File: src/ubd_pkg.sv
// Shared widths, transaction types and constant tables for the UART baud divisor calculator.
// No dependencies; every other file in src imports this package.
`default_nettype none

package ubd_pkg;

  localparam int unsigned CLK_W         = 32;
  localparam int unsigned BAUD_W        = 24;
  localparam int unsigned DIV_W         = 16;
  localparam int unsigned FMOD_W        = 4;
  localparam int unsigned SMOD_W        = 8;
  localparam int unsigned QUO_W         = CLK_W;
  localparam int unsigned QLO_W         = DIV_W + FMOD_W;
  localparam int unsigned THR_W         = 14;
  localparam int unsigned LHS_W         = BAUD_W + THR_W;
  localparam int unsigned TABLE_ENTRIES = 36;
  localparam int unsigned IDX_W         = $clog2(TABLE_ENTRIES);

  localparam logic [THR_W-1:0] FRAC_SCALE = THR_W'(10000);

  typedef struct packed {
    logic [BAUD_W-1:0] rem;
    logic [QUO_W-1:0]  num;
    logic [BAUD_W-1:0] baud;
  } div_t;

  typedef struct packed {
    logic [LHS_W-1:0]  lhs;
    logic [BAUD_W-1:0] baud;
    logic [IDX_W-1:0]  idx;
    logic [QLO_W-1:0]  quo_lo;
    logic              err;
  } srch_t;

  typedef struct packed {
    logic [DIV_W-1:0]  divisor;
    logic [FMOD_W-1:0] first_mod;
    logic [SMOD_W-1:0] second_mod;
    logic              status;
  } res_t;

  // thresholds in units of 1/10000
  function automatic logic [THR_W-1:0] thr_at(input logic [IDX_W-1:0] idx);
    logic [THR_W-1:0] t;
    case (idx)
      6'd0:  t = THR_W'(0);
      6'd1:  t = THR_W'(529);
      6'd2:  t = THR_W'(715);
      6'd3:  t = THR_W'(835);
      6'd4:  t = THR_W'(1001);
      6'd5:  t = THR_W'(1252);
      6'd6:  t = THR_W'(1430);
      6'd7:  t = THR_W'(1670);
      6'd8:  t = THR_W'(2147);
      6'd9:  t = THR_W'(2224);
      6'd10: t = THR_W'(2503);
      6'd11: t = THR_W'(3000);
      6'd12: t = THR_W'(3335);
      6'd13: t = THR_W'(3575);
      6'd14: t = THR_W'(3753);
      6'd15: t = THR_W'(4003);
      6'd16: t = THR_W'(4286);
      6'd17: t = THR_W'(4378);
      6'd18: t = THR_W'(5002);
      6'd19: t = THR_W'(5715);
      6'd20: t = THR_W'(6003);
      6'd21: t = THR_W'(6254);
      6'd22: t = THR_W'(6432);
      6'd23: t = THR_W'(6667);
      6'd24: t = THR_W'(7001);
      6'd25: t = THR_W'(7147);
      6'd26: t = THR_W'(7503);
      6'd27: t = THR_W'(7861);
      6'd28: t = THR_W'(8004);
      6'd29: t = THR_W'(8333);
      6'd30: t = THR_W'(8464);
      6'd31: t = THR_W'(8572);
      6'd32: t = THR_W'(8751);
      6'd33: t = THR_W'(9004);
      6'd34: t = THR_W'(9170);
      6'd35: t = THR_W'(9288);
      default: t = '0;
    endcase
    return t;
  endfunction

  function automatic logic [SMOD_W-1:0] pat_at(input logic [IDX_W-1:0] idx);
    logic [SMOD_W-1:0] p;
    case (idx)
      6'd0:  p = 8'h00;
      6'd1:  p = 8'h01;
      6'd2:  p = 8'h02;
      6'd3:  p = 8'h04;
      6'd4:  p = 8'h08;
      6'd5:  p = 8'h10;
      6'd6:  p = 8'h20;
      6'd7:  p = 8'h11;
      6'd8:  p = 8'h21;
      6'd9:  p = 8'h22;
      6'd10: p = 8'h44;
      6'd11: p = 8'h25;
      6'd12: p = 8'h49;
      6'd13: p = 8'h4A;
      6'd14: p = 8'h52;
      6'd15: p = 8'h92;
      6'd16: p = 8'h53;
      6'd17: p = 8'h55;
      6'd18: p = 8'hAA;
      6'd19: p = 8'h6B;
      6'd20: p = 8'hAD;
      6'd21: p = 8'hB5;
      6'd22: p = 8'hB6;
      6'd23: p = 8'hD6;
      6'd24: p = 8'hB7;
      6'd25: p = 8'hBB;
      6'd26: p = 8'hDD;
      6'd27: p = 8'hED;
      6'd28: p = 8'hEE;
      6'd29: p = 8'hBF;
      6'd30: p = 8'hDF;
      6'd31: p = 8'hEF;
      6'd32: p = 8'hF7;
      6'd33: p = 8'hFB;
      6'd34: p = 8'hFD;
      6'd35: p = 8'hFE;
      default: p = '0;
    endcase
    return p;
  endfunction

endpackage

`default_nettype wire

File: src/ubd_srch_cell.sv
// One binary-search cell over the threshold table: decides one index bit by an exact
// compare of remainder*10000 against threshold*baud. Depends on ubd_pkg.
`default_nettype none

module ubd_srch_cell
  import ubd_pkg::*;
#(
  parameter int unsigned LEVEL = 0
) (
  input  wire logic  clk,
  input  wire logic  rst_n,
  input  wire logic  en,
  input  wire logic  v_i,
  input  wire srch_t d_i,
  output      logic  v_o,
  output      srch_t d_o
);

  localparam int unsigned BIT = IDX_W - 1 - LEVEL;

  logic              v_r;
  srch_t             d_r;
  srch_t             d_nxt;
  logic [IDX_W-1:0]  cand;
  logic [LHS_W-1:0]  prod;
  logic              hit;

  always_comb begin
    cand      = d_i.idx;
    cand[BIT] = 1'b1;
    prod      = LHS_W'(thr_at(cand)) * LHS_W'(d_i.baud);
    hit       = (cand < IDX_W'(TABLE_ENTRIES)) && (d_i.lhs > prod);
    d_nxt     = d_i;
    if (hit) begin
      d_nxt.idx = cand;
    end
  end

  always_ff @(posedge clk) begin
    if (!rst_n) begin
      v_r <= 1'b0;
    end else if (en) begin
      v_r <= v_i;
    end
  end

  always_ff @(posedge clk) begin
    if (en) begin
      d_r <= d_nxt;
    end
  end

  assign v_o = v_r;
  assign d_o = d_r;

endmodule

`default_nettype wire

File: config.mk
export PLATFORM = sky130hd
export DESIGN_NAME = ubd_srch_cell
export DESIGN_NICKNAME = d
export VERILOG_FILES = /design/src/ubd_pkg.sv /design/src/ubd_srch_cell.sv
export SDC_FILE = /design/constraint.sdc
export NUM_CORES = 1
export LEC_CHECK = 0
export ABC_CLOCK_PERIOD_IN_PS = 8150
export BUFFER_PORTS_ARGS = -buffer_cell sky130_fd_sc_hd__buf_2
export CORE_MARGIN = 2
export CORE_UTILIZATION = 48
export DETAILED_ROUTE_END_ITERATION = 10
export GPL_TIMING_DRIVEN = 0
export PLACE_DENSITY_LB_ADDON = 0.12
export SLEW_MARGIN = 40
export SYNTH_ARGS = -nofsm -noshare
export SYNTH_HDL_FRONTEND = slang
export SYNTH_SLANG_ARGS = --single-unit
File: constraint.sdc
create_clock -name clk -period 8.15 [get_ports clk]
set_input_delay 0.4075 -clock clk [delete_from_list [all_inputs] [get_ports clk]]
set_output_delay 0.4075 -clock clk [all_outputs]
set_load 0.01 [all_outputs]
### Yosys cells after proc, flatten, opt, wreduce, memory -nomap -nowiden

Cells that the tools add are included.

* $add $sub $neg: 0
* multipliers: 1
* div/mod/pow operators: 0
* magnitude comparators: 2
* eq/ne operators: 3
* shifts and indexed selects: 0
* muxes and demuxes: 1
* bitwise operators: 0
* reduce and logical (&&, ||, !) cells: 2

Operators by type and width (count)
* 14-bit one-hot mux with 4 select lines: 1
* 38-bit greater-than comparator: 1
* 14-bit by 24-bit multiplier with 38-bit output: 1
* 5-bit by 2-bit equality test with 1-bit output, second input constant: 2
* 6-bit less-than comparator, second input constant: 1
* 5-bit by 1-bit equality test with 1-bit output, second input constant: 1
* 5-bit zero test: 1
* 1-bit logical AND: 1

* register bits: 90
* latch bits: 0
* bits in writable memories: 0
* bits in read-only memories: 0
* bits of input ports: 93
* memories: 0

### Longest topological paths before layout

* depth in word-level cells: 5
* mapped depth: 34

### Worst setup path before layout

No wires, ideal clock.

* kind: input -> register
* start point: input port d_i[24] (netlist name)
* end point: register d_r (netlist bit d_o[26]) (data pin)
* setup time: 0.261 ns
* arrival time: 7.478 ns
* setup slack: 0.410 ns
* stages on the path: 30
* buffers on the path: 4
* path through: nor3_1 -> clkbuf_1 -> clkbuf_1 -> clkbuf_1 -> nand2_1 -> nor2_1 -> inv_1 -> fa_1 -> fa_1 -> inv_1 -> fa_1 -> fa_1 -> fa_1 -> inv_1 -> fa_1 -> inv_1 -> ha_1 -> clkbuf_1 -> a21o_1 -> a21o_1 -> a221oi_1 -> o21ai_0 -> a31oi_1 -> xor2_1 -> ha_1 -> nand4_1 -> nor4_1 -> nand3_1 -> a21oi_1 -> a21oi_1

* word-level cells in the longest chain between the ends: 5
* elaborated cells on any way between the ends: 9
* classes of those cells: mul (1); order compare (2); eq/ne (3); mux (1); reduce/logical (2)

Ends and longest elaborated chain
* from (decl): RTL line ubd_srch_cell.sv:14 `input wire srch_t d_i,`
* 5-bit by 2-bit equality test with 1-bit output (tied with other cells): RTL line ubd_pkg.sv:45 `case (idx)`
* 14-bit one-hot mux with 4 select lines: RTL line ubd_pkg.sv:45
* 14-bit by 24-bit multiplier with 38-bit output: RTL line ubd_srch_cell.sv:31 `prod = LHS_W'(thr_at(cand)) * LHS_W'(d_i.baud);`
* 38-bit greater-than comparator: RTL line ubd_srch_cell.sv:32 `hit = (cand < IDX_W'(TABLE_ENTRIES)) && (d_i.lhs > prod);`
* 1-bit logical AND *: RTL line ubd_srch_cell.sv:32
* to (signal assigned): RTL line ubd_srch_cell.sv:49 `d_r <= d_nxt;`
* to (decl): RTL line ubd_srch_cell.sv:22 `srch_t d_r;`

Every way passes the cells marked *; elsewhere a longest branch is shown, timed or not.
A chain may end at the register's enable or synchronous reset.

### Worst setup path in the final report

* start point: input port d_i[23] (netlist name)
* end point: register d_r (netlist bit d_o[26]) (data pin)

The elaborated chain is that of the path after synthesis.

==> results.env <==
DIEHEIGHT_UM=171
IRDROPWORSTVDD_mV=0.110
SYNTH_CELLS=1383
NETLIST_AREA_UM2=13400
H_TREE_LEVELS=3
CP_DATA_REQUIRED_TIME_NS=8.27
FLOORPLAN.INITIALDENSITY=0.485
CLK_PIN_SLEW_WORST_PATHS_NS=0.09
MET3ROUTEDLENGTH_MM=2.08
FINAL_MIN_PERIOD_OVER_CLOCK_PERIOD=0.961
ANTENNA_FOUND_INITIAL=0
DRT_ITER0_MARKERS=556
POWER.INTERNAL_mW=0.991
GROUTE.USAGE.OVERALL=0.248
CP_DATA_ARRIVAL_TIME_NS=7.95
DIE_WIDTH_UM=171
HPWL_MM=29.7
FP.COREAREA_UM2=27600
HOLD-PATH-ENDPOINT='d_o[7]'
POWER_SWITCHING_SHARE=0.370
ASYNCSETRESETFLOPFRACSYNTH=0
LAYOUT_MIN_CYCLE_TIME_NS=7.83
TIGHTESTPINTRANSITION_NS=0.691
POST_ROUTE_CLOCK_SKEW_NS=0
FINAL_REPORT_MAX_SLEW_VIOLATION_COUNT=0
SETUP_TNS_NS=0
TIMING.RR.END='v_o'
FILL_CELLS=2566
CRITICAL-PATH-TOP-DELAY-FAMILY='adder cells'
GRT_FIRST_PASS_WIRELENGTH_MM=54.7
PLACEDCELLCOUNT=1944
SYNTH_FLOP_CELL='edfxtp_1'
HOLD_START='d_i[7]'
CRIT_PATH_FREQUENT_CELL='fa_1'
FF2FF_SETUP_SLACK_NS=7.55
DRC=0
IOS=183
NUM_CTS_BUFFERS=9
PLACE.PORT_BUFFERS=182
CLOCK_TREE.BUFFER_DEPTH=2
TRITONCTS='done'
WIRELENGTH_MET1_MM=14.1
CRIT-REG2REG-LAUNCH='v_o'
MET2WIRELENGTH_MM=17.8
SYN_TO_FINAL_GROWTH_PCT=15.5
NUM-NETS-FINAL=2042
ROUTE.DETAILED.VIAS_PER_INST=5.20
DRTPASS1ITERATIONS=7
CP-START-KIND='input pin'
WORST-SETUP-PATH-TYPE='input pin to flip-flop'
SYNTH.TOP_CELL.AREA_SHARE=0.323
HOLD_PATH_CLASS='input pin to flip-flop'
CLOCKPOWERSHARE=0.277
FINALWIRELENGTH_MM=35.0
POST_SYNTH_NUM_CELL_TYPES=55
SYNTH-EDFF-COUNT=89
GRT_START_MAX_NET_PINS=65
CTS.HOLD.BUFFERS_ADDED=0
SYNTHDOMINANTAREACELLTYPE='fa_1'
MAX-SLEW-MARGIN-REL=0.538
VIAS_IN_THE_FIRST_GLOBAL_ROUTE=10500
MAX_CAP_VIOLS=0
FINAL-INSTANCE-COUNT-EXCL-FILL=1963
ROUTE.TOP_LAYER_USED='met4'
R2R_CELL_COUNT=2
CRITICAL_PATH.N_BUFFERS_INVERTERS=6
SYN-MEAN-INSTANCE-AREA_UM2=9.68
WL_PER_CELL_UM=17.8
MAX_STAGE_DELAY_NS=0.55
POWER.NET_SWITCHING_mW=0.582
CPMAXSTAGEDELAYCELL='fa_1'
ROOT_BUFFER='clkbuf_16'
WORSTSKEWPAIRLATENCY_NS=0.37
DIE_AREA_UM2=29200
PLACED_AREA_UM2=14800
POWER_DENSITY_nW_PER_UM2=102
RUN_STATUS='finished clean'
YS_SEQ_ELEMENTS=90
LAYOUT.CELL_AREA.NON_FILLER_UM2=15500
PLACE.GP.CONGESTION=0.903
DRT.ANTENNA.VIOLATING_NETS=0
SYN_NETS=1845
COMB_POWER_SHARE=0.369
FINAL_LAYOUT_SIZE_SUFFIX_GT1_FRAC=0.181
PLACEMENTROWS=61
P_LEAK_nW=8.04
TIMING.FINAL.SETUP_VIOLATIONS=0
SYNTH.AREA.TOP_CELLS='fa_1 (32%), edfxtp_1 (20%), ha_1 (14%), inv_1 (9.5%), nand2_1 (3.8%)'
TIMING.CRITICAL_PATH.FANOUT_MAX=8
HOLD_DEPTH=1
CRITPATHCAPTURETYPE='flip-flop'
GRT-OVFL-TOTAL=0
SEQUENTIAL_SHARE_OF_POWER=0.354
ANTENNA_CELLS_INSERTED=0
YOSYS_WARNINGS=0
DETAILROUTE.VIA_COUNT=10200
TRITONCTS_SINK_COUNT=90
SEQ_TOTAL_AREA_YOSYS=0.201
TIMING.FINAL.HOLD_VIOLATIONS=0
FMAXACHIEVABLE_MHz=128
POWER.TOTAL_mW=1.57
-- stage by stage --
stage	setup slack (ns)	util	hold slack (ns)
detailed placement	-2.20	0.536	0.525
finish	0.320	0.560	0.211
global route	-0.0210	0.560	0.205
global placement	-2.19	0.535	0.497
floorplan	0.410	-	0.506
CTS	0.00130	0.552	0.204
-- layer usage --
metal,vias up,GRT usage
met1,5125,0.312
met3,53,0.0405
met5,-,0
met2,282,0.429
met4,0,0.0903
li1,4747,-
-- registers in the layout, indices dropped and copies added, names as in the netlist --
name  cells
v_o       1
d_o      89
-- worst max path at each step --
| stage | start | end | slack (ns) | depth (start not counted) |
|---|---|---|---|---|
| 2_1_floorplan | d_i[24] | d_o[26] | 0.41 | 30 |
| 3_3_place_gp | d_i[24] | d_o[26] | -2.19 | 29 |
| 3_5_place_dp | d_i[24] | d_o[26] | -2.20 | 29 |
| 4_1_cts | d_i[21] | d_o[26] | 0.001 | 30 |
| 5_1_grt | d_i[22] | d_o[26] | -0.02 | 28 |
| 6_report | d_i[23] | d_o[26] | 0.32 | 28 |
-- cells by family after synthesis --
| logic type | Yosys count | synth area share |
|---|---|---|
| DFF | 90 | 0.201 |
| adders and majority gates | 369 | 0.466 |
| xor gates and xnor gates | 30 | 0.0196 |
| muxes | 2 | 0.00150 |
| and+or+nand+nor | 361 | 0.125 |
| buffers and inverters | 376 | 0.105 |
| AOI/OAI and AO/OA | 155 | 0.0813 |
-- timing repair --
item,CTS,global route
gates cloned,0,1
resized for setup,41,61
setup endpoints to repair,1,1
pin swaps,0,12
buffers inserted,3,5
hold endpoints to repair,0,0
-- cell type report --
type,instances,area (um2),area share
Tap cell,378,473,0.0306
Inverter,341,1300,0.0840
Clock inverter,7,60.1,0.00388
Buffer,29,161,0.0104
Multi-Input combinational cell,917,9540,0.617
Timing Repair Buffer,192,1010,0.0655
Clock buffer,9,225,0.0146
Sequential cell,90,2690,0.174
-- cell usage after synthesis (17+ instances only) --
cell type and n:
xor2_1 17, edfxtp_1 89, ha_1 153, fa_1 216
clkbuf_1 34, nand2b_1 38, inv_1 340, nand2_1 134
and2_1 21, a21oi_1 40, nor2_1 102, o21ai_0 17
a21o_1 37
-- layout by cell type, fill, tap and decap left out, drive strengths merged, types with 4 or more instances in the layout --
cell	count
o211ai	6
ha	153
o21a	7
nor2	102
or2	7
buf	195
clkinvlp	4
nor3	7
xnor2	13
a21o	37
a211oi	5
xor2	17
and4	5
a221oi	4
nand2b	38
edfxtp	89
o21ai	19
inv	342
clkbuf	35
and3	13
a31oi	4
fa	216
nand2	134
nor2b	8
nand4	13
and2	21
a21oi	40
o21bai	8
nand3	6
-- power by group through the flow --
stage	sequential [mW]	clock (mW)	combinational, mW
final	0.557	0.436	0.580
after global routing	0.560	0.456	0.658
after detailed placement	0.567	0	0.566
after floorplan	0.589	0	0.348
after CTS	0.557	0.444	0.575
after global placement	0.568	0	0.552
(Power assumes the default switching activity.)
