File: config.mk
export PLATFORM = sky130hd
export DESIGN_NAME = ubd_div_cell
export DESIGN_NICKNAME = d
export VERILOG_FILES = /design/src/ubd_pkg.sv /design/src/ubd_div_cell.sv
export SDC_FILE = /design/constraint.sdc
export NUM_CORES = 1
export LEC_CHECK = 0
export ABC_AREA = 0
export BUFFER_PORTS_ARGS = -buffer_cell sky130_fd_sc_hd__clkbuf_2
export CAP_MARGIN = 10
export CORE_AREA = 5 5 111 113
export CTS_CLUSTER_DIAMETER = 40
export DETAILED_ROUTE_END_ITERATION = 7
export DIE_AREA = 0 0 116 118
export PLACE_DENSITY = 0.74
export SYNTH_ARGS = -nofsm -noshare
export SYNTH_HDL_FRONTEND = slang
export SYNTH_SLANG_ARGS = --single-unit
File: constraint.sdc
create_clock -name clk -period 4.95 [get_ports clk]
set_clock_uncertainty 0.1 [all_clocks]
set_input_delay 1.2375 -clock clk [delete_from_list [all_inputs] [get_ports clk]]
set_output_delay 1.2375 -clock clk [all_outputs]
set_load 0.005 [all_outputs]
File: src/ubd_pkg.sv
// Shared widths, transaction types and constant tables for the UART baud divisor calculator.
// No dependencies; every other file in src imports this package.
`default_nettype none

package ubd_pkg;

  localparam int unsigned CLK_W         = 32;
  localparam int unsigned BAUD_W        = 24;
  localparam int unsigned DIV_W         = 16;
  localparam int unsigned FMOD_W        = 4;
  localparam int unsigned SMOD_W        = 8;
  localparam int unsigned QUO_W         = CLK_W;
  localparam int unsigned QLO_W         = DIV_W + FMOD_W;
  localparam int unsigned THR_W         = 14;
  localparam int unsigned LHS_W         = BAUD_W + THR_W;
  localparam int unsigned TABLE_ENTRIES = 36;
  localparam int unsigned IDX_W         = $clog2(TABLE_ENTRIES);

  localparam logic [THR_W-1:0] FRAC_SCALE = THR_W'(10000);

  typedef struct packed {
    logic [BAUD_W-1:0] rem;
    logic [QUO_W-1:0]  num;
    logic [BAUD_W-1:0] baud;
  } div_t;

  typedef struct packed {
    logic [LHS_W-1:0]  lhs;
    logic [BAUD_W-1:0] baud;
    logic [IDX_W-1:0]  idx;
    logic [QLO_W-1:0]  quo_lo;
    logic              err;
  } srch_t;

  typedef struct packed {
    logic [DIV_W-1:0]  divisor;
    logic [FMOD_W-1:0] first_mod;
    logic [SMOD_W-1:0] second_mod;
    logic              status;
  } res_t;

  // thresholds in units of 1/10000
  function automatic logic [THR_W-1:0] thr_at(input logic [IDX_W-1:0] idx);
    logic [THR_W-1:0] t;
    case (idx)
      6'd0:  t = THR_W'(0);
      6'd1:  t = THR_W'(529);
      6'd2:  t = THR_W'(715);
      6'd3:  t = THR_W'(835);
      6'd4:  t = THR_W'(1001);
      6'd5:  t = THR_W'(1252);
      6'd6:  t = THR_W'(1430);
      6'd7:  t = THR_W'(1670);
      6'd8:  t = THR_W'(2147);
      6'd9:  t = THR_W'(2224);
      6'd10: t = THR_W'(2503);
      6'd11: t = THR_W'(3000);
      6'd12: t = THR_W'(3335);
      6'd13: t = THR_W'(3575);
      6'd14: t = THR_W'(3753);
      6'd15: t = THR_W'(4003);
      6'd16: t = THR_W'(4286);
      6'd17: t = THR_W'(4378);
      6'd18: t = THR_W'(5002);
      6'd19: t = THR_W'(5715);
      6'd20: t = THR_W'(6003);
      6'd21: t = THR_W'(6254);
      6'd22: t = THR_W'(6432);
      6'd23: t = THR_W'(6667);
      6'd24: t = THR_W'(7001);
      6'd25: t = THR_W'(7147);
      6'd26: t = THR_W'(7503);
      6'd27: t = THR_W'(7861);
      6'd28: t = THR_W'(8004);
      6'd29: t = THR_W'(8333);
      6'd30: t = THR_W'(8464);
      6'd31: t = THR_W'(8572);
      6'd32: t = THR_W'(8751);
      6'd33: t = THR_W'(9004);
      6'd34: t = THR_W'(9170);
      6'd35: t = THR_W'(9288);
      default: t = '0;
    endcase
    return t;
  endfunction

  function automatic logic [SMOD_W-1:0] pat_at(input logic [IDX_W-1:0] idx);
    logic [SMOD_W-1:0] p;
    case (idx)
      6'd0:  p = 8'h00;
      6'd1:  p = 8'h01;
      6'd2:  p = 8'h02;
      6'd3:  p = 8'h04;
      6'd4:  p = 8'h08;
      6'd5:  p = 8'h10;
      6'd6:  p = 8'h20;
      6'd7:  p = 8'h11;
      6'd8:  p = 8'h21;
      6'd9:  p = 8'h22;
      6'd10: p = 8'h44;
      6'd11: p = 8'h25;
      6'd12: p = 8'h49;
      6'd13: p = 8'h4A;
      6'd14: p = 8'h52;
      6'd15: p = 8'h92;
      6'd16: p = 8'h53;
      6'd17: p = 8'h55;
      6'd18: p = 8'hAA;
      6'd19: p = 8'h6B;
      6'd20: p = 8'hAD;
      6'd21: p = 8'hB5;
      6'd22: p = 8'hB6;
      6'd23: p = 8'hD6;
      6'd24: p = 8'hB7;
      6'd25: p = 8'hBB;
      6'd26: p = 8'hDD;
      6'd27: p = 8'hED;
      6'd28: p = 8'hEE;
      6'd29: p = 8'hBF;
      6'd30: p = 8'hDF;
      6'd31: p = 8'hEF;
      6'd32: p = 8'hF7;
      6'd33: p = 8'hFB;
      6'd34: p = 8'hFD;
      6'd35: p = 8'hFE;
      default: p = '0;
    endcase
    return p;
  endfunction

endpackage

`default_nettype wire

File: src/ubd_div_cell.sv
// One restoring-division cell: produces one quotient bit of clock_hz / baud_rate.
// Depends on ubd_pkg (div_t).
`default_nettype none

module ubd_div_cell
  import ubd_pkg::*;
(
  input  wire logic clk,
  input  wire logic rst_n,
  input  wire logic en,
  input  wire logic v_i,
  input  wire div_t d_i,
  output      logic v_o,
  output      div_t d_o
);

  logic            v_r;
  div_t            d_r;
  div_t            d_nxt;
  logic [BAUD_W:0] trial;
  logic            ge;

  always_comb begin
    trial = {d_i.rem, d_i.num[QUO_W-1]};
    ge    = trial >= {1'b0, d_i.baud};
    d_nxt = d_i;
    d_nxt.rem = ge ? BAUD_W'(trial - {1'b0, d_i.baud}) : trial[BAUD_W-1:0];
    d_nxt.num = {d_i.num[QUO_W-2:0], ge};
  end

  always_ff @(posedge clk) begin
    if (!rst_n) begin
      v_r <= 1'b0;
    end else if (en) begin
      v_r <= v_i;
    end
  end

  always_ff @(posedge clk) begin
    if (en) begin
      d_r <= d_nxt;
    end
  end

  assign v_o = v_r;
  assign d_o = d_r;

endmodule

`default_nettype wire

Word-level counts from Yosys, hierarchy flattened
Index checks and enable logic that the tools add are counted.
{ "totals": {"regBits": 81, "inputBits": 84, "elab_cells": 7, "output_inout_bits": 81} }
{ "classes": {"order_cmp": 1, "addsub": 1, "mux": 1} }
{ "op_table": {"columns": ["op", "count"], "rows": [
  ["25-bit by 24-bit >= comparator with 1-bit output", 1],
  ["24-bit two-way mux", 1],
  ["24-bit subtractor", 1]
]} }

Logic depth before layout (Yosys ltp)
Gate-level depths: netlist (run 1).
{ "depth": {"ltp_word": 2, "ltp_mapped": 11, "depth_no_buf": 9} }

Least setup slack after synthesis (run 1)
No wires, ideal clock.
{ "synth_path": {"path_type": "input -> register", "start": "in d_i[20] (netlist bit)", "end": "reg d_r, in the netlist d_o[68] (data pin)", "cell_stages": 11, "setup_ns": 0.260, "setup_slack_ns": 1.436, "arrival_ns": 3.153, "n_path_buf": 2, "required_ns": 4.590, "cell_sequence": "inv_1 ha_1 buf_2 nand4_1 or2_1 o221a_2 o21ai_4 nor2_8 inv_6 buf_8 mux2_4"} }
{ "synth_rtl": {"columns": ["item", "line_no", "text"], "rows": [
  ["start: declaration", "ubd_div_cell.sv:12", "input wire div_t d_i,"],
  ["end signal: assignment", "ubd_div_cell.sv:41", "d_r <= d_nxt;"],
  ["end: declaration", "ubd_div_cell.sv:18", "div_t d_r;"]
]} }

==> flow_summary.ini, run 1 <==
[outcome]
status = finished clean

[placed_design]
placed_cell_area_sq_um = 5290
post-dp-hpwl_um = 9150
place_congestion = 0.831
io_buffers = 164

[grt]
grt_pass1_vias = 3605
antenna_found_initial = 0
overflow = 0
track_usage_pct = 17.0
grt_pass1_wl_um = 18300
grt_max_degree = 82

[logic_synthesis]
syn_nets = 467
synth_flop_cell = edfxtp_1
synthArstFlopShare_pct = 0
syn_avg_cell_area_sq_um = 12.1
synth_top_area_cell = edfxtp_1
ys_seq_elements = 81
yosysTopAreaCellShare_pct = 55.4
synth-warning-count = 0
synth-edff-count = 80
synth.top_cells.by_area = edfxtp_1 (55%), ha_1 (6.9%), a21oi_1 (3.3%)
ys_seq_area_share_pct = 55.9
syn_inst = 358
yosys.cell_types.count = 57
syn_area_sq_um = 4340

[clock_tree]
clock_latency_ns = 0.34
numClockSinks = 81
cts-buffers-inserted = 9
root_buffer = clkbuf_16
cts_setup_buffers = 0
cts_max_level = 3
ctsResizeCount = 0
cts.clk_slew.worst_paths_ns = 0.07
cts_hold_buf = 0
cts.path.max_buffers = 2
cts_tree = yes

[route]
dr.pass1.iters = 4
wl_um = 11700
ant_nets = 0
first_iter_violations = 193
viasPerCell = 5.17
drc = 0
wl_per_cell_um = 17.4
via_count = 3477

[sta]
whs_ns = 0.420
relSlewSlack_pct = 31.3
hold_violations = 0
rsz0062_at_grt = false
setup_viol = 0
fmax_ghz = 0.276
slew_violations = 0
period_share_pct = 73.1
tns_ns = 0
fin_crit_ns = 3.62
tightestPinTransition_ns = 1.03

[cells_and_area]
final_nets = 634
ff_latch_area_sq_um = 2420
final_cell_mix = clkbuf_2 (163), edfxtp_1 (80), inv_1 (33)
final_common_cell = clkbuf_2
multi_input_area_sq_um = 1720
antenna-diode-count = 0
fill_cells = 1020
fin_area_sq_um = 5570
drive_above_1_share_pct = 38.5
syn_to_final_growth_pct = 28.4

[setup_path]
rr_endpoint = v_o
startpoint = d_i[73]
rrSetupSlack_ns = 4.25
path_max_fanout = 18
crit_required_ns = 4.93
crit_type = in2reg
critical_path_arrival_ns = 3.60
cp-start-kind = input pin
endpoint = d_o[59]
r2r_cells = 2
r2r_start = v_o
crit_path_end_kind = flip-flop

[power]
clkPwrFrac_pct = 33.7
comb_power_share_pct = 20.2
peakVddDrop_mv = 0.173
leakage_nw = 2.46
power_mw = 1.86
power_density_nw_per_um2 = 334
seq_power_share_pct = 46.1
p_int_mw = 1.35
p_sw_share_pct = 27.2
power_switching_mw = 0.507

[die]
die_area_sq_um = 13700
dieHeight_um = 118
rows = 39
die_w_um = 116
io_pins = 165
start_util_pct = 38.6
core_area_sq_um = 11200

[run]
drv_cap = 0

[min_path]
hold_path_class = reg2reg
-- stage by stage --
stage	util, %	std cells	setup slack (ns)
5_1_grt	49.6	673	1.18
2_1_floorplan	-	358	1.44
3_3_place_gp	47.1	657	1.00
6_report	49.6	673	1.33
4_1_cts	49.6	673	1.34
3_5_place_dp	47.1	657	0.977
-- cell usage after synthesis (4+ instances only) --
cell type	number
nor2_1	14
nand2_1	16
nand4_1	4
nand3_1	15
or3_1	4
inv_1	33
o21a_1	9
nor2b_1	4
o31ai_1	7
a21oi_1	29
xnor2_1	7
o21ai_0	12
and3_1	7
a21boi_0	5
and2_1	4
ha_1	24
nor3_1	14
mux2_2	8
edfxtp_1	80
buf_2	6
-- sequential cells by signal (all words and copies together), names as in the netlist --
signal	count
d_o	80
v_o	1
-- layer usage --
metal / vias up / routed length [um] / track usage (%)
met5: - / 0 / 0
met4: 0 / 225 / 5.87
met3: 16 / 845 / 3.34
met2: 126 / 5490 / 27.9
met1: 1628 / 5180 / 22.1
li1: 1707 / - / -
-- final cells by class --
cell class	instances	share of cell area (%)
flip-flops and latches	81	43.5
multi-input cells	234	31.0
repair buffers	165	14.9
clock buffers	10	4.11
well taps	143	3.21
inverters	34	2.38
clock inverters	6	0.899
-- logic make-up (layout without fill, tap and decap cells) --
family                   count (synthesis)  count (layout)  synth area share [%]
AO/OA/AOI/OAI                           93              93                  15.2
buffers and inverters                   43             215                  4.39
XOR/XNOR                                10              10                  2.02
multiplexers                            12              12                  3.35
adder cells (fa/ha/maj)                 25              25                  7.39
flip-flops                              81              81                  55.9
AND/OR/NAND/NOR                         94              94                  11.8
-- power by group through the flow --
| stage | Combinational, mW | Clock (mW) | Sequential (mW) |
|---|---|---|---|
| final | 0.376 | 0.628 | 0.857 |
| after global routing | 0.420 | 0.675 | 0.864 |
| after CTS | 0.381 | 0.645 | 0.859 |
| after detailed placement | 0.379 | 0 | 0.873 |
| after global placement | 0.377 | 0 | 0.871 |
| after floorplan | 0.200 | 0 | 0.880 |
-- critical path: stages --
cell      delay (ns)
clkbuf_2        0.12
ha_1            0.49
nand4_1         0.21
or2_1           0.30
o221a_2         0.31
o21ai_4         0.27
nor2_8          0.12
inv_6           0.18
mux2_2          0.36
-- how the worst min path moves through the flow --
stage / cells past startpoint / endpoint / slack [ns] / start
finish: 2 / v_o / 0.42 / v_o
global placement: 2 / v_o / 0.40 / v_o
floorplan: 2 / v_o / 0.41 / v_o
detailed placement: 2 / v_o / 0.41 / v_o
CTS: 2 / v_o / 0.43 / v_o
global route: 2 / v_o / 0.47 / v_o
Note: power is estimated with default switching activity, not from simulation.
==> run 2: changes to the inputs <==
ABC_AREA = 1   (was 0)
CORE_AREA = 5 5 116 118   (was 5 5 111 113)
DIE_AREA = 0 0 121 123   (was 0 0 116 118)
PLACE_DENSITY = 0.75   (was 0.74)
clock period = 3.2 ns   (was 4.95 ns; I/O delays follow)
==> run 2 against run 1 <==
Against the previous run:
- global-route usage rose by 0.13 points
- cell area increased by 9.4%
- worst setup slack got worse by 0.77 ns
- critical path depth rose by 2
- sequential share of layout area is 3.7 points lower
- critical path type unchanged
- critical endpoint is now d_o[63]
- largest power group unchanged
==> flow_summary.ini, run 2 <==
[outcome]
status = finished clean

[clock_tree]
cts_tree = yes
root_buffer = clkbuf_16
cts-buffers-inserted = 9
cts_hold_buf = 0
numClockSinks = 81
cts.clk_slew.worst_paths_ns = 0.06
cts_setup_buffers = 0
cts_max_level = 3
ctsResizeCount = 0
clock_latency_ns = 0.34
cts.path.max_buffers = 2

[cells_and_area]
antenna-diode-count = 0
final_cell_mix = nand2_1 (217), clkbuf_2 (163), inv_1 (119)
final_nets = 851
final_common_cell = nand2_1
syn_to_final_growth_pct = 27.6
largest_register_ff_count = 80
drive_above_1_share_pct = 26.2

[placed_design]
place_congestion = 0.932
io_buffers = 164
post-dp-hpwl_um = 10100
post-place-ws_ns = 0.204

[route]
dr.pass1.iters = 4
wl_per_cell_um = 13.9
drc = 0
via_count = 4190
ant_nets = 0
wl_um = 12800
viasPerCell = 4.56
first_iter_violations = 245

[min_path]
holdCritStartpoint = v_o
min_to = v_o
hold_depth = 2
hold_path_class = reg2reg

[logic_synthesis]
syn_area_sq_um = 4770
synth-warning-count = 0
yosysTopAreaCellShare_pct = 50.3
synth_flop_cell = edfxtp_1
synth_top_area_cell = edfxtp_1
ys_seq_elements = 81
synthArstFlopShare_pct = 0
synth-edff-count = 80
synth_common_cells = nand2_1 (217), inv_1 (119), edfxtp_1 (80), nand4_1 (29), nor2_1 (27)
ys_seq_area_share_pct = 50.8
yosys.cell_types.count = 26
syn_avg_cell_area_sq_um = 8.37
syn_inst = 570
synth.top_cells.by_area = edfxtp_1 (50%), nand2_1 (17%), inv_1 (9.4%)
syn_nets = 679
synth_most_common_cell = nand2_1

[setup_path]
startpoint = d_i[19]
crit_type = in2reg
r2r_start = v_o
rrSetupSlack_ns = 2.47
rr_endpoint = v_o
r2r_cells = 2
cpLargestDelayFamily = simple AND/OR/NAND/NOR gates
crit_required_ns = 3.19
crit_slowest_cell = ha_1
critPathMaxStageDelay_ns = 0.37
crit_top_cell = nand2_1
path_max_fanout = 16
cp-start-kind = input pin
critPathBufInv = 4
critical_path_arrival_ns = 2.63
crit_path_end_kind = flip-flop
path_cells = clkbuf_2 -> inv_1 -> ha_1 -> nand2_1 -> nor2_2 -> inv_2 -> nor3_4 -> nand3_4 -> buf_4 -> nand4_1 -> nand2_1
critical_path_depth = 11

[die]
core_area_sq_um = 12400
io_pins = 165
dieHeight_um = 123
die_area_sq_um = 14900
rows = 41
start_util_pct = 38.6
die_w_um = 121

[power]
leakage_nw = 3.26
power_density_nw_per_um2 = 474
clkPwrFrac_pct = 33.5
seq_power_share_pct = 45.6
comb_power_share_pct = 20.9
power_switching_mw = 0.824
p_sw_share_pct = 28.5
peakVddDrop_mv = 0.182
p_int_mw = 2.07

[grt]
busiest_layer = met2
track_usage_pct = 17.1
use_met1_pct = 20.4
grt_pass1_vias = 4122
grt_pass1_wl_um = 19900
gr-usage-met3_pct = 4.44
overflow = 0
gr-usage-met2_pct = 29.5
antenna_found_initial = 0
grt_max_degree = 49

[sta]
period_share_pct = 82.5
fin_ws_ns = 0.561
hold_violations = 0
relSlewSlack_pct = 65.5
rsz0062_at_grt = false
tns_ns = 0
tightestPinTransition_ns = 0.517
fmax_ghz = 0.379
fin_crit_ns = 2.64
setup_viol = 0
slew_violations = 0
whs_ns = 0.452

[run]
drv_cap = 0
run 2: cell count changes after synthesis, sizes merged, moves of 6 or more:
cell and delta:
nand2 +201, nor2 +15, nand3 +14, o21ai -12, xnor2 -6, and3 -8, mux2 -11, o31ai -7
nand4 +25, inv +86, xor2 +7, o21a -8, a21oi -17, nor3 -10
run 2: cells by family after synthesis:
group                    synth area share (%)
buffers and inverters                    10.5
flip-flops                               50.8
AO/OA/AOI/OAI                            1.76
AND/OR/NAND/NOR                          28.2
XOR/XNOR                                 2.02
adder cells (fa/ha/maj)                  6.71
run 2: layout make-up:
type                    count  area [sq um]
inverters                 120           450
clock inverters             7          56.3
multi-input cells         361          1850
fillers                  1266          6270
clock buffers               9           225
well taps                 172           215
flip-flops and latches     81          2420
repair buffers            169           873
run 2: worst max-delay path by stage:
stage | to | slack, ns
6_report | d_o[63] | 0.56
5_1_grt | d_o[78] | 0.35
4_1_cts | d_o[78] | 0.57
3_5_place_dp | d_o[56] | 0.20
3_3_place_gp | d_o[76] | 0.23
2_1_floorplan | d_o[76] | 0.70
run 2: power by group through the flow:
stage               Clock, mW  Sequential (mW)  Combinational [mW]
floorplan                   0             1.36               0.327
global placement            0             1.34               0.603
detailed placement          0             1.34               0.608
CTS                     0.992             1.32               0.611
global route             1.05             1.32               0.694
finish                  0.968             1.32               0.604
run 2: layer usage:
layer / routed length [um] / part of all wire [%] / vias up
met1: 5420 / 42 / 1875
met4: 260 / 2.0 / 0
met2: 6000 / 47 / 144
met3: 1100 / 8.6 / 13
met5: 0 / 0 / -
li1: - / - / 2158
run 2: metrics by stage:
stage | instance area, sq um | cells | util (%) | power [mW]
2_1_floorplan | 4770 | 570 | - | 1.68
3_3_place_gp | 5810 | 903 | 47.0 | 1.94
3_5_place_dp | 5810 | 903 | 47.0 | 1.95
4_1_cts | 6090 | 919 | 49.3 | 2.92
5_1_grt | 6090 | 919 | 49.3 | 3.07
6_report | 6090 | 919 | 49.3 | 2.89
run 2: worst register-to-register path: stages, from the launching register on:
cell and delay (ns):
dfxtp_1 0.31, o21ai_0 0.16, a21oi_1 0.06
==> run 3: changes to the inputs <==
clock period = 2.4 ns   (was 3.2 ns; I/O delays follow)
==> run 3 against run 2 <==
Against the previous run:
- clock-buffer cell count unchanged
- via count up 6.5%
- critical endpoint is now d_o[71]
- global-route usage up 1.0 points
- highest routed layer unchanged
- largest cell class unchanged
- power up 39%
==> flow_summary.ini, run 3 (synthesis gave the netlist of run 2 again) <==
[sta]
setup_viol = 0
fmax_ghz = 0.445
rsz0062_at_grt = false
slew_violations = 0
tightestPinTransition_ns = 0.380
hold_violations = 0
fin_crit_ns = 2.25
relSlewSlack_pct = 74.7
period_share_pct = 93.6

[setup_path]
r2r_cells = 2
crit_path_end_kind = flip-flop
crit_slowest_cell = ha_1
critPathMaxStageDelay_ns = 0.37
path_max_fanout = 14
cp-start-kind = input pin
critPathBufInv = 4
critical_path_arrival_ns = 2.25
crit_top_cell = inv_1
path_cells = clkbuf_2 -> inv_1 -> ha_1 -> nand2_2 -> nor2_2 -> inv_1 -> nor3_2 -> nand3_4 -> buf_4 -> nand4_1 -> nand2_1
crit_type = in2reg
critical_path_depth = 11
crit_required_ns = 2.40
cpLargestDelayFamily = simple AND/OR/NAND/NOR gates

[min_path]
hold_depth = 1
hold_path_class = in2reg

[die]
die_w_um = 121
dieHeight_um = 123
start_util_pct = 38.6
die_area_sq_um = 14900
core_area_sq_um = 12400
io_pins = 165
rows = 41

[outcome]
status = finished clean

[clock_tree]
cts-buffers-inserted = 9
cts_setup_buffers = 0
numClockSinks = 81
clock_latency_ns = 0.34
ctsResizeCount = 0
cts.clk_slew.worst_paths_ns = 0.06
cts_hold_buf = 0
root_buffer = clkbuf_16
cts_tree = yes
cts_max_level = 3
cts.path.max_buffers = 2

[route]
dr.pass1.iters = 4
ant_nets = 0
via_count = 4462
wl_per_cell_um = 13.4
first_iter_violations = 311
drc = 0
wl_um = 13300
viasPerCell = 4.49

[placed_design]
dp.cells = 978
post-dp-hpwl_um = 11000
io_buffers = 164
place_congestion = 0.986

[cells_and_area]
syn_to_final_growth_pct = 40.0
antenna-diode-count = 0
drive_above_1_share_pct = 33.2
final_common_cell = nand2_1
final_cell_mix = nand2_1 (215), clkbuf_2 (163), inv_1 (119)
ff_latch_area_sq_um = 2420
largest_register_ff_count = 80
multi_input_area_sq_um = 1860
final_nets = 926
fill_cells = 1170
fin_cells = 994

[grt]
track_usage_pct = 18.1
grt_max_degree = 37
grt_pass1_vias = 4305
overflow = 0
grt_pass1_wl_um = 20800
antenna_found_initial = 0

[run]
drv_cap = 0

[power]
power_switching_mw = 1.14
p_int_mw = 2.88
leakage_nw = 3.61
p_sw_share_pct = 28.4
seq_power_share_pct = 43.8
comb_power_share_pct = 24.0
power_density_nw_per_um2 = 603
peakVddDrop_mv = 0.319
power_mw = 4.03
clkPwrFrac_pct = 32.2
==> run 3: changes by cell type in the layout (fill, tap and decap cells not counted), sizes merged <==
cell / delta
clkinvlp: +2
buf: +75
clkinv: -4
inv: +2
==> run 3: path summary, 6_finish.rpt <==
check | slack, ns | endpoint | from
worst max-delay path | 0.15 | d_o[71] | d_i[16]
worst min-delay path | 0.33 | d_o[48] | d_i[47]
worst max register to register | 1.64 | v_o | v_o
worst min register to register | 0.48 | v_o | v_o
==> run 3: routing by layer <==
metal	track usage, %	vias to the layer above	part of all wire [%]
met2	31.2	159	48
met1	21.5	1970	41
li1	-	2317	-
met5	0	-	0
met4	5.67	0	1.8
met3	5.90	16	9.0
==> run 3: layout make-up <==
cell class | instances | area share [%]
Timing Repair Buffer | 244 | 21.7
Inverter | 120 | 6.74
Sequential cell | 81 | 36.3
Clock inverter | 7 | 0.805
Tap cell | 172 | 3.22
Multi-Input combinational cell | 361 | 27.9
Clock buffer | 9 | 3.37
==> run 3: power by group through the flow <==
stage / combinational, mW / clock (mW) / sequential [mW]
5_1_grt: 1.10 / 1.39 / 1.77
3_3_place_gp: 0.956 / 0 / 1.79
3_5_place_dp: 0.970 / 0 / 1.79
4_1_cts: 0.974 / 1.33 / 1.76
6_report: 0.968 / 1.30 / 1.76
2_1_floorplan: 0.436 / 0 / 1.81
==> run 3: stage by stage <==
step | utilization (%) | area, sq um | TNS (ns) | setup WS (ns) | hold WS [ns]
global placement | 51.6 | 6380 | -5.06 | -0.229 | 0.426
global route | 54.0 | 6680 | 0 | 0.00199 | 0.309
finish | 54.0 | 6680 | 0 | 0.154 | 0.326
floorplan | - | 4770 | 0 | 0.0966 | 0.425
detailed placement | 51.6 | 6380 | -4.84 | -0.223 | 0.472
CTS | 53.9 | 6660 | 0 | 0.135 | 0.313
